### config.mk
export PLATFORM = sky130hd
export DESIGN_NAME = grapheme_boundary_detector
export DESIGN_NICKNAME = d
export VERILOG_FILES = /design/src/hdl/gbd_pkg.sv /design/src/hdl/grapheme_boundary_detector.sv /design/src/hdl/gbd_front.sv /design/src/hdl/gbd_queue.sv /design/src/hdl/gbd_back.sv
export SDC_FILE = /design/constraint.sdc
export NUM_CORES = 1
export LEC_CHECK = 0
export BUFFER_PORTS_ARGS = -buffer_cell sky130_fd_sc_hd__buf_2
export CORE_ASPECT_RATIO = 1.1
export CORE_MARGIN = 2
export CORE_UTILIZATION = 51
export DETAILED_ROUTE_END_ITERATION = 8
export PLACE_DENSITY = 0.75
export SYNTH_ARGS = -nofsm -noshare
export SYNTH_HDL_FRONTEND = slang
export SYNTH_SLANG_ARGS = --single-unit
### constraint.sdc
create_clock -name i_clk -period 1.8 [get_ports i_clk]
set_clock_uncertainty 0.15 [all_clocks]
set_input_delay 0.09 -clock i_clk [delete_from_list [all_inputs] [get_ports i_clk]]
set_output_delay 0.09 -clock i_clk [all_outputs]
set_load 0.01 [all_outputs]
### src/hdl/gbd_pkg.sv
// ----------------------------------------------------------------------------
// gbd_pkg - shared types for the grapheme boundary detector
// Break classes, Indic conjunct classes, tracker states and the item record
// that travels from the classify front end through the queue to the decide
// back end.
// ----------------------------------------------------------------------------
package gbd_pkg;

    // Grapheme break property of one code point
    typedef enum logic [3:0] {
        CLS_OTHER       = 4'd0,
        CLS_CR          = 4'd1,
        CLS_LF          = 4'd2,
        CLS_CONTROL     = 4'd3,
        CLS_EXTEND      = 4'd4,
        CLS_ZWJ         = 4'd5,
        CLS_RI          = 4'd6,
        CLS_PREPEND     = 4'd7,
        CLS_SPACINGMARK = 4'd8,
        CLS_L           = 4'd9,
        CLS_V           = 4'd10,
        CLS_T           = 4'd11,
        CLS_LV          = 4'd12,
        CLS_LVT         = 4'd13
    } t_break_class;

    // Indic conjunct break property
    typedef enum logic [1:0] {
        INCB_NONE      = 2'd0,
        INCB_CONSONANT = 2'd1,
        INCB_EXTEND    = 2'd2,
        INCB_LINKER    = 2'd3
    } t_incb;

    // Emoji ZWJ sequence tracker
    typedef enum logic [1:0] {
        EMO_NONE      = 2'd0,
        EMO_PICT      = 2'd1,
        EMO_AFTER_ZWJ = 2'd2
    } t_emo_state;

    // Indic conjunct tracker
    typedef enum logic [1:0] {
        CONJ_NONE      = 2'd0,
        CONJ_CONSONANT = 2'd1,
        CONJ_LINKED    = 2'd2
    } t_conj_state;

    // Classified code point
    typedef struct packed {
        logic         first;
        t_break_class cls;
        logic         pict;
        t_incb        incb;
    } t_cp_item;

    // Stream widths
    localparam int IN_TDATA_W  = 8;
    localparam int IN_TUSER_W  = 1;
    localparam int OUT_TDATA_W = 8;

    // Queue between front and back
    localparam int QUEUE_DEPTH = 2;
    localparam int QUEUE_PTR_W = $clog2(QUEUE_DEPTH);
    localparam int QUEUE_CNT_W = $clog2(QUEUE_DEPTH + 1);

endpackage

### src/hdl/grapheme_boundary_detector.sv
// ----------------------------------------------------------------------------
// grapheme_boundary_detector - grapheme cluster boundary marker
// Marks, per code point, whether a grapheme cluster starts there.
// ----------------------------------------------------------------------------
// Takes one code point's properties per transaction (break class,
// pictograph flag, Indic conjunct class, and a start-of-text flag
// in tuser) and returns one transaction carrying a single cluster-start bit.
// One item is accepted and one result delivered per clock in steady flow;
// the result is registered in the two-entry queue between the classify front
// end and the decision back end and then in the output register. The back end
// keeps the previous class, the regional indicator parity, the emoji ZWJ
// tracker and the conjunct tracker, and decides each code point
// combinationally. A start-of-text flag restarts the context.
// ----------------------------------------------------------------------------
module grapheme_boundary_detector (
    input  logic                             i_clk,
    input  logic                             i_rst_n,
    input  logic                             s_axis_tvalid,
    output logic                             s_axis_tready,
    // [3:0] break_class, [4] pictograph, [6:5] conjunct_class, [7] zero
    input  logic [gbd_pkg::IN_TDATA_W-1:0]   s_axis_tdata,
    // [0] first_of_text
    input  logic [gbd_pkg::IN_TUSER_W-1:0]   s_axis_tuser,
    output logic                             m_axis_tvalid,
    input  logic                             m_axis_tready,
    // [0] cluster_start, [7:1] zero
    output logic [gbd_pkg::OUT_TDATA_W-1:0]  m_axis_tdata
);

    gbd_pkg::t_cp_item w_front_item;
    gbd_pkg::t_cp_item w_queue_item;
    logic              w_front_valid;
    logic              w_queue_ready;
    logic              w_queue_valid;
    logic              w_pop;

    // Unpack and classify
    gbd_front u_front (
        .i_valid      (s_axis_tvalid),
        .o_ready      (s_axis_tready),
        .i_tdata      (s_axis_tdata),
        .i_tuser      (s_axis_tuser),
        .o_item_valid (w_front_valid),
        .i_item_ready (w_queue_ready),
        .o_item       (w_front_item)
    );

    // Decouple front from back
    gbd_queue u_queue (
        .i_clk   (i_clk),
        .i_rst_n (i_rst_n),
        .i_push  (w_front_valid),
        .i_item  (w_front_item),
        .o_ready (w_queue_ready),
        .i_pop   (w_pop),
        .o_valid (w_queue_valid),
        .o_item  (w_queue_item)
    );

    // Decide and track context
    gbd_back u_back (
        .i_clk        (i_clk),
        .i_rst_n      (i_rst_n),
        .i_item_valid (w_queue_valid),
        .i_item       (w_queue_item),
        .o_pop        (w_pop),
        .o_tvalid     (m_axis_tvalid),
        .i_tready     (m_axis_tready),
        .o_tdata      (m_axis_tdata)
    );

endmodule

### src/hdl/gbd_front.sv
// ----------------------------------------------------------------------------
// gbd_front - input unpack and classify
// Splits the input transaction into its fields, folds the unused break
// class codes onto class other and hands a classified item to the queue.
// ----------------------------------------------------------------------------
module gbd_front (
    input  logic                             i_valid,
    output logic                             o_ready,
    input  logic [gbd_pkg::IN_TDATA_W-1:0]   i_tdata,
    input  logic [gbd_pkg::IN_TUSER_W-1:0]   i_tuser,
    output logic                             o_item_valid,
    input  logic                             i_item_ready,
    output gbd_pkg::t_cp_item                o_item
);

    logic [3:0] w_raw_cls;

    assign w_raw_cls = i_tdata[3:0];

    // Classify: codes above LVT behave as class other
    always_comb begin
        o_item.first = i_tuser[0];
        if (w_raw_cls > 4'(gbd_pkg::CLS_LVT)) begin
            o_item.cls = gbd_pkg::CLS_OTHER;
        end else begin
            o_item.cls = gbd_pkg::t_break_class'(w_raw_cls);
        end
        o_item.pict = i_tdata[4];
        o_item.incb = gbd_pkg::t_incb'(i_tdata[6:5]);
    end

    // Pass the handshake to the queue
    assign o_item_valid = i_valid;
    assign o_ready      = i_item_ready;

endmodule

### src/hdl/gbd_queue.sv
// ----------------------------------------------------------------------------
// gbd_queue - short queue between front and back
// Register-based FIFO of classified items so the input and output sides
// stall independently.
// ----------------------------------------------------------------------------
module gbd_queue (
    input  logic              i_clk,
    input  logic              i_rst_n,
    input  logic              i_push,
    input  gbd_pkg::t_cp_item i_item,
    output logic              o_ready,
    input  logic              i_pop,
    output logic              o_valid,
    output gbd_pkg::t_cp_item o_item
);

    gbd_pkg::t_cp_item                r_mem [gbd_pkg::QUEUE_DEPTH];
    logic [gbd_pkg::QUEUE_PTR_W-1:0]  r_wr_ptr;
    logic [gbd_pkg::QUEUE_PTR_W-1:0]  r_rd_ptr;
    logic [gbd_pkg::QUEUE_CNT_W-1:0]  r_count;
    logic [gbd_pkg::QUEUE_PTR_W-1:0]  n_wr_ptr;
    logic [gbd_pkg::QUEUE_PTR_W-1:0]  n_rd_ptr;
    logic [gbd_pkg::QUEUE_CNT_W-1:0]  n_count;
    logic                             w_push;
    logic                             w_pop;

    assign o_ready = (r_count != gbd_pkg::QUEUE_CNT_W'(gbd_pkg::QUEUE_DEPTH));
    assign o_valid = (r_count != '0);
    assign o_item  = r_mem[r_rd_ptr];
    assign w_push  = i_push && o_ready;
    assign w_pop   = i_pop && o_valid;

    // Advance pointers with wrap and track fill level
    always_comb begin
        n_wr_ptr = r_wr_ptr;
        n_rd_ptr = r_rd_ptr;
        n_count  = r_count;
        if (w_push) begin
            if (r_wr_ptr == gbd_pkg::QUEUE_PTR_W'(gbd_pkg::QUEUE_DEPTH - 1)) begin
                n_wr_ptr = '0;
            end else begin
                n_wr_ptr = r_wr_ptr + 1'b1;
            end
        end
        if (w_pop) begin
            if (r_rd_ptr == gbd_pkg::QUEUE_PTR_W'(gbd_pkg::QUEUE_DEPTH - 1)) begin
                n_rd_ptr = '0;
            end else begin
                n_rd_ptr = r_rd_ptr + 1'b1;
            end
        end
        if (w_push && !w_pop) begin
            n_count = r_count + 1'b1;
        end else if (w_pop && !w_push) begin
            n_count = r_count - 1'b1;
        end
    end

    always_ff @(posedge i_clk) begin
        if (!i_rst_n) begin
            r_wr_ptr <= '0;
            r_rd_ptr <= '0;
            r_count  <= '0;
        end else begin
            r_wr_ptr <= n_wr_ptr;
            r_rd_ptr <= n_rd_ptr;
            r_count  <= n_count;
        end
    end

    // Store entries
    always_ff @(posedge i_clk) begin
        if (w_push) begin
            r_mem[r_wr_ptr] <= i_item;
        end
    end

endmodule

### src/hdl/gbd_back.sv
// ----------------------------------------------------------------------------
// gbd_back - boundary decision and context tracking
// Pops classified items, applies the boundary rule chain against the kept
// context (previous class, indicator run parity, emoji and conjunct
// trackers) and holds the result in the output register.
// ----------------------------------------------------------------------------
module gbd_back (
    input  logic                             i_clk,
    input  logic                             i_rst_n,
    input  logic                             i_item_valid,
    input  gbd_pkg::t_cp_item                i_item,
    output logic                             o_pop,
    output logic                             o_tvalid,
    input  logic                             i_tready,
    output logic [gbd_pkg::OUT_TDATA_W-1:0]  o_tdata
);

    gbd_pkg::t_break_class r_prev;
    logic                  r_ri_odd;
    gbd_pkg::t_emo_state   r_emo;
    gbd_pkg::t_conj_state  r_conj;
    logic                  r_out_valid;
    logic                  r_start;

    gbd_pkg::t_break_class n_prev;
    logic                  n_ri_odd;
    gbd_pkg::t_emo_state   n_emo;
    gbd_pkg::t_conj_state  n_conj;
    logic                  n_start;

    gbd_pkg::t_break_class w_prev;
    logic                  w_ri_odd;
    gbd_pkg::t_emo_state   w_emo;
    gbd_pkg::t_conj_state  w_conj;
    gbd_pkg::t_break_class w_cur;
    logic                  w_prev_ctl;
    logic                  w_cur_ctl;
    logic                  w_decide;

    // Take an item when the output register is free or being drained
    assign o_pop = i_item_valid && (!r_out_valid || i_tready);
    assign w_cur = i_item.cls;

    // Context seen by this item: restart at the first code point of a text
    always_comb begin
        if (i_item.first) begin
            w_prev   = gbd_pkg::CLS_OTHER;
            w_ri_odd = 1'b0;
            w_emo    = gbd_pkg::EMO_NONE;
            w_conj   = gbd_pkg::CONJ_NONE;
        end else begin
            w_prev   = r_prev;
            w_ri_odd = r_ri_odd;
            w_emo    = r_emo;
            w_conj   = r_conj;
        end
    end

    assign w_prev_ctl = (w_prev == gbd_pkg::CLS_CONTROL) || (w_prev == gbd_pkg::CLS_CR) ||
                        (w_prev == gbd_pkg::CLS_LF);
    assign w_cur_ctl  = (w_cur == gbd_pkg::CLS_CONTROL) || (w_cur == gbd_pkg::CLS_CR) ||
                        (w_cur == gbd_pkg::CLS_LF);

    // Rule chain in priority order, first match wins
    always_comb begin
        if (w_prev == gbd_pkg::CLS_CR && w_cur == gbd_pkg::CLS_LF) begin
            w_decide = 1'b0;
        end else if (w_prev_ctl || w_cur_ctl) begin
            w_decide = 1'b1;
        end else if (w_prev == gbd_pkg::CLS_L &&
                     (w_cur == gbd_pkg::CLS_L || w_cur == gbd_pkg::CLS_V ||
                      w_cur == gbd_pkg::CLS_LV || w_cur == gbd_pkg::CLS_LVT)) begin
            w_decide = 1'b0;
        end else if ((w_prev == gbd_pkg::CLS_LV || w_prev == gbd_pkg::CLS_V) &&
                     (w_cur == gbd_pkg::CLS_V || w_cur == gbd_pkg::CLS_T)) begin
            w_decide = 1'b0;
        end else if ((w_prev == gbd_pkg::CLS_LVT || w_prev == gbd_pkg::CLS_T) &&
                     w_cur == gbd_pkg::CLS_T) begin
            w_decide = 1'b0;
        end else if (w_cur == gbd_pkg::CLS_EXTEND || w_cur == gbd_pkg::CLS_ZWJ ||
                     w_cur == gbd_pkg::CLS_SPACINGMARK) begin
            w_decide = 1'b0;
        end else if (w_prev == gbd_pkg::CLS_PREPEND) begin
            w_decide = 1'b0;
        end else if (i_item.incb == gbd_pkg::INCB_CONSONANT &&
                     w_conj == gbd_pkg::CONJ_LINKED) begin
            w_decide = 1'b0;
        end else if (i_item.pict && w_prev == gbd_pkg::CLS_ZWJ &&
                     w_emo == gbd_pkg::EMO_AFTER_ZWJ) begin
            w_decide = 1'b0;
        end else if (w_prev == gbd_pkg::CLS_RI && w_cur == gbd_pkg::CLS_RI && w_ri_odd) begin
            w_decide = 1'b0;
        end else begin
            w_decide = 1'b1;
        end
    end

    // Next context and result
    always_comb begin
        n_start  = i_item.first || w_decide;
        n_prev   = w_cur;
        n_ri_odd = (w_cur == gbd_pkg::CLS_RI) ? !w_ri_odd : 1'b0;

        if (i_item.pict) begin
            n_emo = gbd_pkg::EMO_PICT;
        end else if (w_emo == gbd_pkg::EMO_PICT && w_cur == gbd_pkg::CLS_EXTEND) begin
            n_emo = gbd_pkg::EMO_PICT;
        end else if (w_emo == gbd_pkg::EMO_PICT && w_cur == gbd_pkg::CLS_ZWJ) begin
            n_emo = gbd_pkg::EMO_AFTER_ZWJ;
        end else begin
            n_emo = gbd_pkg::EMO_NONE;
        end

        case (i_item.incb)
            gbd_pkg::INCB_CONSONANT: n_conj = gbd_pkg::CONJ_CONSONANT;
            gbd_pkg::INCB_LINKER: begin
                n_conj = (w_conj != gbd_pkg::CONJ_NONE) ? gbd_pkg::CONJ_LINKED
                                                        : gbd_pkg::CONJ_NONE;
            end
            gbd_pkg::INCB_EXTEND: n_conj = w_conj;
            default:              n_conj = gbd_pkg::CONJ_NONE;
        endcase
    end

    // Context and output valid
    always_ff @(posedge i_clk) begin
        if (!i_rst_n) begin
            r_prev      <= gbd_pkg::CLS_OTHER;
            r_ri_odd    <= 1'b0;
            r_emo       <= gbd_pkg::EMO_NONE;
            r_conj      <= gbd_pkg::CONJ_NONE;
            r_out_valid <= 1'b0;
        end else begin
            if (o_pop) begin
                r_prev   <= n_prev;
                r_ri_odd <= n_ri_odd;
                r_emo    <= n_emo;
                r_conj   <= n_conj;
            end
            if (o_pop) begin
                r_out_valid <= 1'b1;
            end else if (i_tready) begin
                r_out_valid <= 1'b0;
            end
        end
    end

    // Result payload
    always_ff @(posedge i_clk) begin
        if (o_pop) begin
            r_start <= n_start;
        end
    end

    assign o_tvalid = r_out_valid;
    assign o_tdata  = {(gbd_pkg::OUT_TDATA_W - 1)'(0), r_start};

    // A text always opens a cluster
    a_first_starts: assert property (@(posedge i_clk) disable iff (!i_rst_n)
        (o_pop && i_item.first) |=> r_start)
        else $error("first code point of a text did not start a cluster");

    // CR followed by LF never splits
    a_crlf_joined: assert property (@(posedge i_clk) disable iff (!i_rst_n)
        (o_pop && !i_item.first && r_prev == gbd_pkg::CLS_CR &&
         i_item.cls == gbd_pkg::CLS_LF) |=> !r_start)
        else $error("break between CR and LF");

    // A control code point always splits before it
    a_ctl_breaks: assert property (@(posedge i_clk) disable iff (!i_rst_n)
        (o_pop && i_item.cls == gbd_pkg::CLS_CONTROL) |=> r_start)
        else $error("no break before a control code point");

    // Odd indicator parity is only kept right after an indicator
    a_ri_parity: assert property (@(posedge i_clk) disable iff (!i_rst_n)
        r_ri_odd |-> (r_prev == gbd_pkg::CLS_RI))
        else $error("indicator parity set after a non-indicator");

    // After-ZWJ emoji state is only kept right after a ZWJ
    a_emo_zwj: assert property (@(posedge i_clk) disable iff (!i_rst_n)
        (r_emo == gbd_pkg::EMO_AFTER_ZWJ) |-> (r_prev == gbd_pkg::CLS_ZWJ))
        else $error("emoji ZWJ state without a preceding ZWJ");

endmodule

==> results.sh <==
export IMPL_maxCapViolCount=0
export IMPL_status="finished, violations left"
export IMPL_rows=21
export IMPL_first_global_vias=1283
export IMPL_syn_inst=152
export IMPL_final_cell_area_mm2=0.00203
export IMPL_hold_path_class="input port to flop"
export IMPL_globalRouteOverflowTotal=0
export IMPL_cts_tree="done"
export IMPL_synth_seq_area_share=0.492
export IMPL_drt_total_wl_um=3320
export IMPL_grt_pass1_wl_um=5690
export IMPL_layout_common_cells="buf_4 (17), edfxtp_1 (17), buf_2 (14)"
export IMPL_synth_async_sr_flop_share=0
export IMPL_fin_nets=208
export IMPL_synth_simple_area_share=0.156
export IMPL_finish_utilization=0.661
export IMPL_grt_usage=0.203
export IMPL_cp_data_required_time_ns=1.74
export IMPL_fin_ws_ns=-0.221
export IMPL_viasPerCell=5.61
export IMPL_stdcell_count=229
export IMPL_synth_seq_cells=32
export IMPL_synth_edf_count=17
export IMPL_yosysUniqueCellTypes=56
export IMPL_routedWlPerCell_um=14.5
export IMPL_setup_tns_ns=-0.221
export IMPL_yosysWarnings=0
export IMPL_finalSetupViolCount=1
export IMPL_ant_nets=0
export IMPL_die_h_um=63.6
export IMPL_cp_start_kind="flop"
export IMPL_period_minus_slack_ns=2.02
export IMPL_clockRootBuffer="clkbuf_4"
export IMPL_routed_via_count=1284
export IMPL_area_growth_syn_to_layout_pct=23.5
export IMPL_clk_pin_slew_ns=0.10
export IMPL_dr_pass1_iters=4
export IMPL_drtIter0Drc=47
export IMPL_synth_avg_cell_area_um2=10.8
export IMPL_power_total_mw=2.66
export IMPL_ir_drop_mv=0.903
export IMPL_place_area_mm2=0.00180
export IMPL_worstPathMaxFanout=2
export IMPL_reg2reg_slack_ns=-0.22
export IMPL_leakage_nw=0.804
export IMPL_arrival_ns=1.96
export IMPL_synth_top_area_cell="edfxtp_1"
export IMPL_clock_latency_ns=0.32
export IMPL_antennaDiodeCount=0
export IMPL_portBuffers=14
export IMPL_synth_top_family_by_area="compound AO/OA/AOI/OAI gates"
export IMPL_hpwl_um=2310
export IMPL_drc=0
export IMPL_fin_crit_sh=1.12
export IMPL_synthTopCellsByArea="edfxtp_1 (31%), dfxtp_1 (18%), buf_4 (4.1%)"
export IMPL_synth_xor_area_share=0.0160
export IMPL_slew_violations=0
export IMPL_core_area_mm2=0.00307
export IMPL_synth_mux_area_frac=0.0676
export IMPL_multi_input_comb_area_um2=768
export IMPL_synth_compound_area_frac=0.178
export IMPL_io_pins=23
export IMPL_h_tree_depth=2
export IMPL_rsz0062_at_grt="yes"
export IMPL_synthAdderAreaFrac=0.00760
export IMPL_powerDensity_mw_per_mm2=1310
export IMPL_crit_type="flop to flop"
export IMPL_endpoint_kind="flop"
export IMPL_gp_congestion=0.871
export IMPL_initial_core_util=0.536
export IMPL_syn_area_mm2=0.00165
export IMPL_cts_buffers_inserted=5
export IMPL_drive_above_1_share=0.282
export IMPL_hold_violations=0
export IMPL_fmax_mhz=495
export IMPL_clkSinkCount=32
export IMPL_cts_max_path_buffers=2
export IMPL_antenna_found_initial=0
export IMPL_yosysTopAreaCellShare=0.310
export IMPL_regArea_um2=815
export IMPL_die_w_um=58.2
export IMPL_synth_ff_type="edfxtp_1"
export IMPL_n_fill_cell=228
export IMPL_placed_cells=206
export IMPL_violations="negative setup slack"
export IMPL_grt_max_degree=16
export IMPL_die_area_mm2=0.00370
[report_power, final]
| group | total [mW] | internal, mW | switching (mW) |
|---|---|---|---|
| clock network | 0.417 | 0.193 | 0.224 |
| logic | 1.13 | 0.570 | 0.561 |
| registers | 1.11 | 0.951 | 0.155 |
| total | 2.66 | 1.71 | 0.941 |
[critical path: stages (launching register included)]
cell       delay (ns)
edfxtp_1         0.40
or3b_4           0.42
a22oi_2          0.22
a41o_1           0.19
o2111ai_1        0.12
a311o_1          0.28
[layout make-up]
type	instances	share of cell area
flip-flops and latches	32	0.401
repair buffers	44	0.162
clock buffers	8	0.0289
well taps	34	0.0209
multi-input cells	106	0.378
inverters	5	0.00985
[synth_stat cells, types with 2 or more instances]
master and count:
and3_1 2, a21oi_1 4, nor3_1 4, nand3b_1 3, nor2_1 10, o211a_1 3
inv_1 4, nand2b_1 2, clkbuf_1 2, mux2_2 2, nand2_1 9, mux2i_1 6
nor2b_1 4, a31oi_1 4, buf_4 9, edfxtp_1 17, xnor2_1 2, a21boi_0 4
a211oi_1 2, dfxtp_1 15, buf_6 3, and2_1 4, o21ai_0 4
[path summary, 6_finish.rpt]
path / startpoint / to / cells past startpoint
worst max-delay path: u_queue.r_mem[0][3] / u_back.r_start / 5
worst min-delay path: s_axis_tvalid / u_queue.r_wr_ptr / 4
worst max register to register: u_queue.r_mem[0][3] / u_back.r_start / 5
worst min register to register: u_back.r_emo[1] / u_back.r_emo[1] / 2
[cell families after synthesis]
| logic type | after synthesis |
|---|---|
| AO/OA/AOI/OAI | 38 |
| XOR/XNOR | 3 |
| adder cells (fa/ha/maj) | 1 |
| buffers and inverters | 20 |
| flip-flops | 32 |
| multiplexers | 10 |
| other | 1 |
| AND/OR/NAND/NOR | 47 |
[stage by stage]
stage,setup slack (ns),hold slack (ns)
final,-0.221,0.0628
after global routing,-0.251,0.0821
after CTS,-0.214,0.0479
after detailed placement,-0.215,0.132
after global placement,-0.165,0.130
after floorplan,-0.0883,0.0389
[registers in the layout, summed over array words and instances, names as in the netlist, named ones only]
name / cells
u_queue.r_mem: 16
u_back.r_prev: 4
u_back.r_conj: 2
u_back.r_emo: 2
u_queue.r_count: 2
u_back.o_tvalid: 1
u_back.r_ri_odd: 1
u_back.r_start: 1
u_queue.r_rd_ptr: 1
u_queue.r_wr_ptr: 1
[repair_timing]
action / in CTS / in global routing
pin swaps: 3 / 0
cloned: 0 / 0
setup endpoints to repair: 3 / 5
gates resized for setup: 3 / 6
setup buffers: 0 / 3
hold buffers: 12 / 0
endpoints found under the hold margin: 28 / 0
[layer usage]
| layer | wire [um] | up-vias | GRT usage |
|---|---|---|---|
| met1 | 1330 | 595 | 0.240 |
| met5 | 0 | - | 0 |
| met2 | 1760 | 49 | 0.347 |
| li1 | - | 634 | - |
| met3 | 178 | 6 | 0.0575 |
| met4 | 46 | 0 | 0.0698 |
Power figures use the tool's default switching activity.
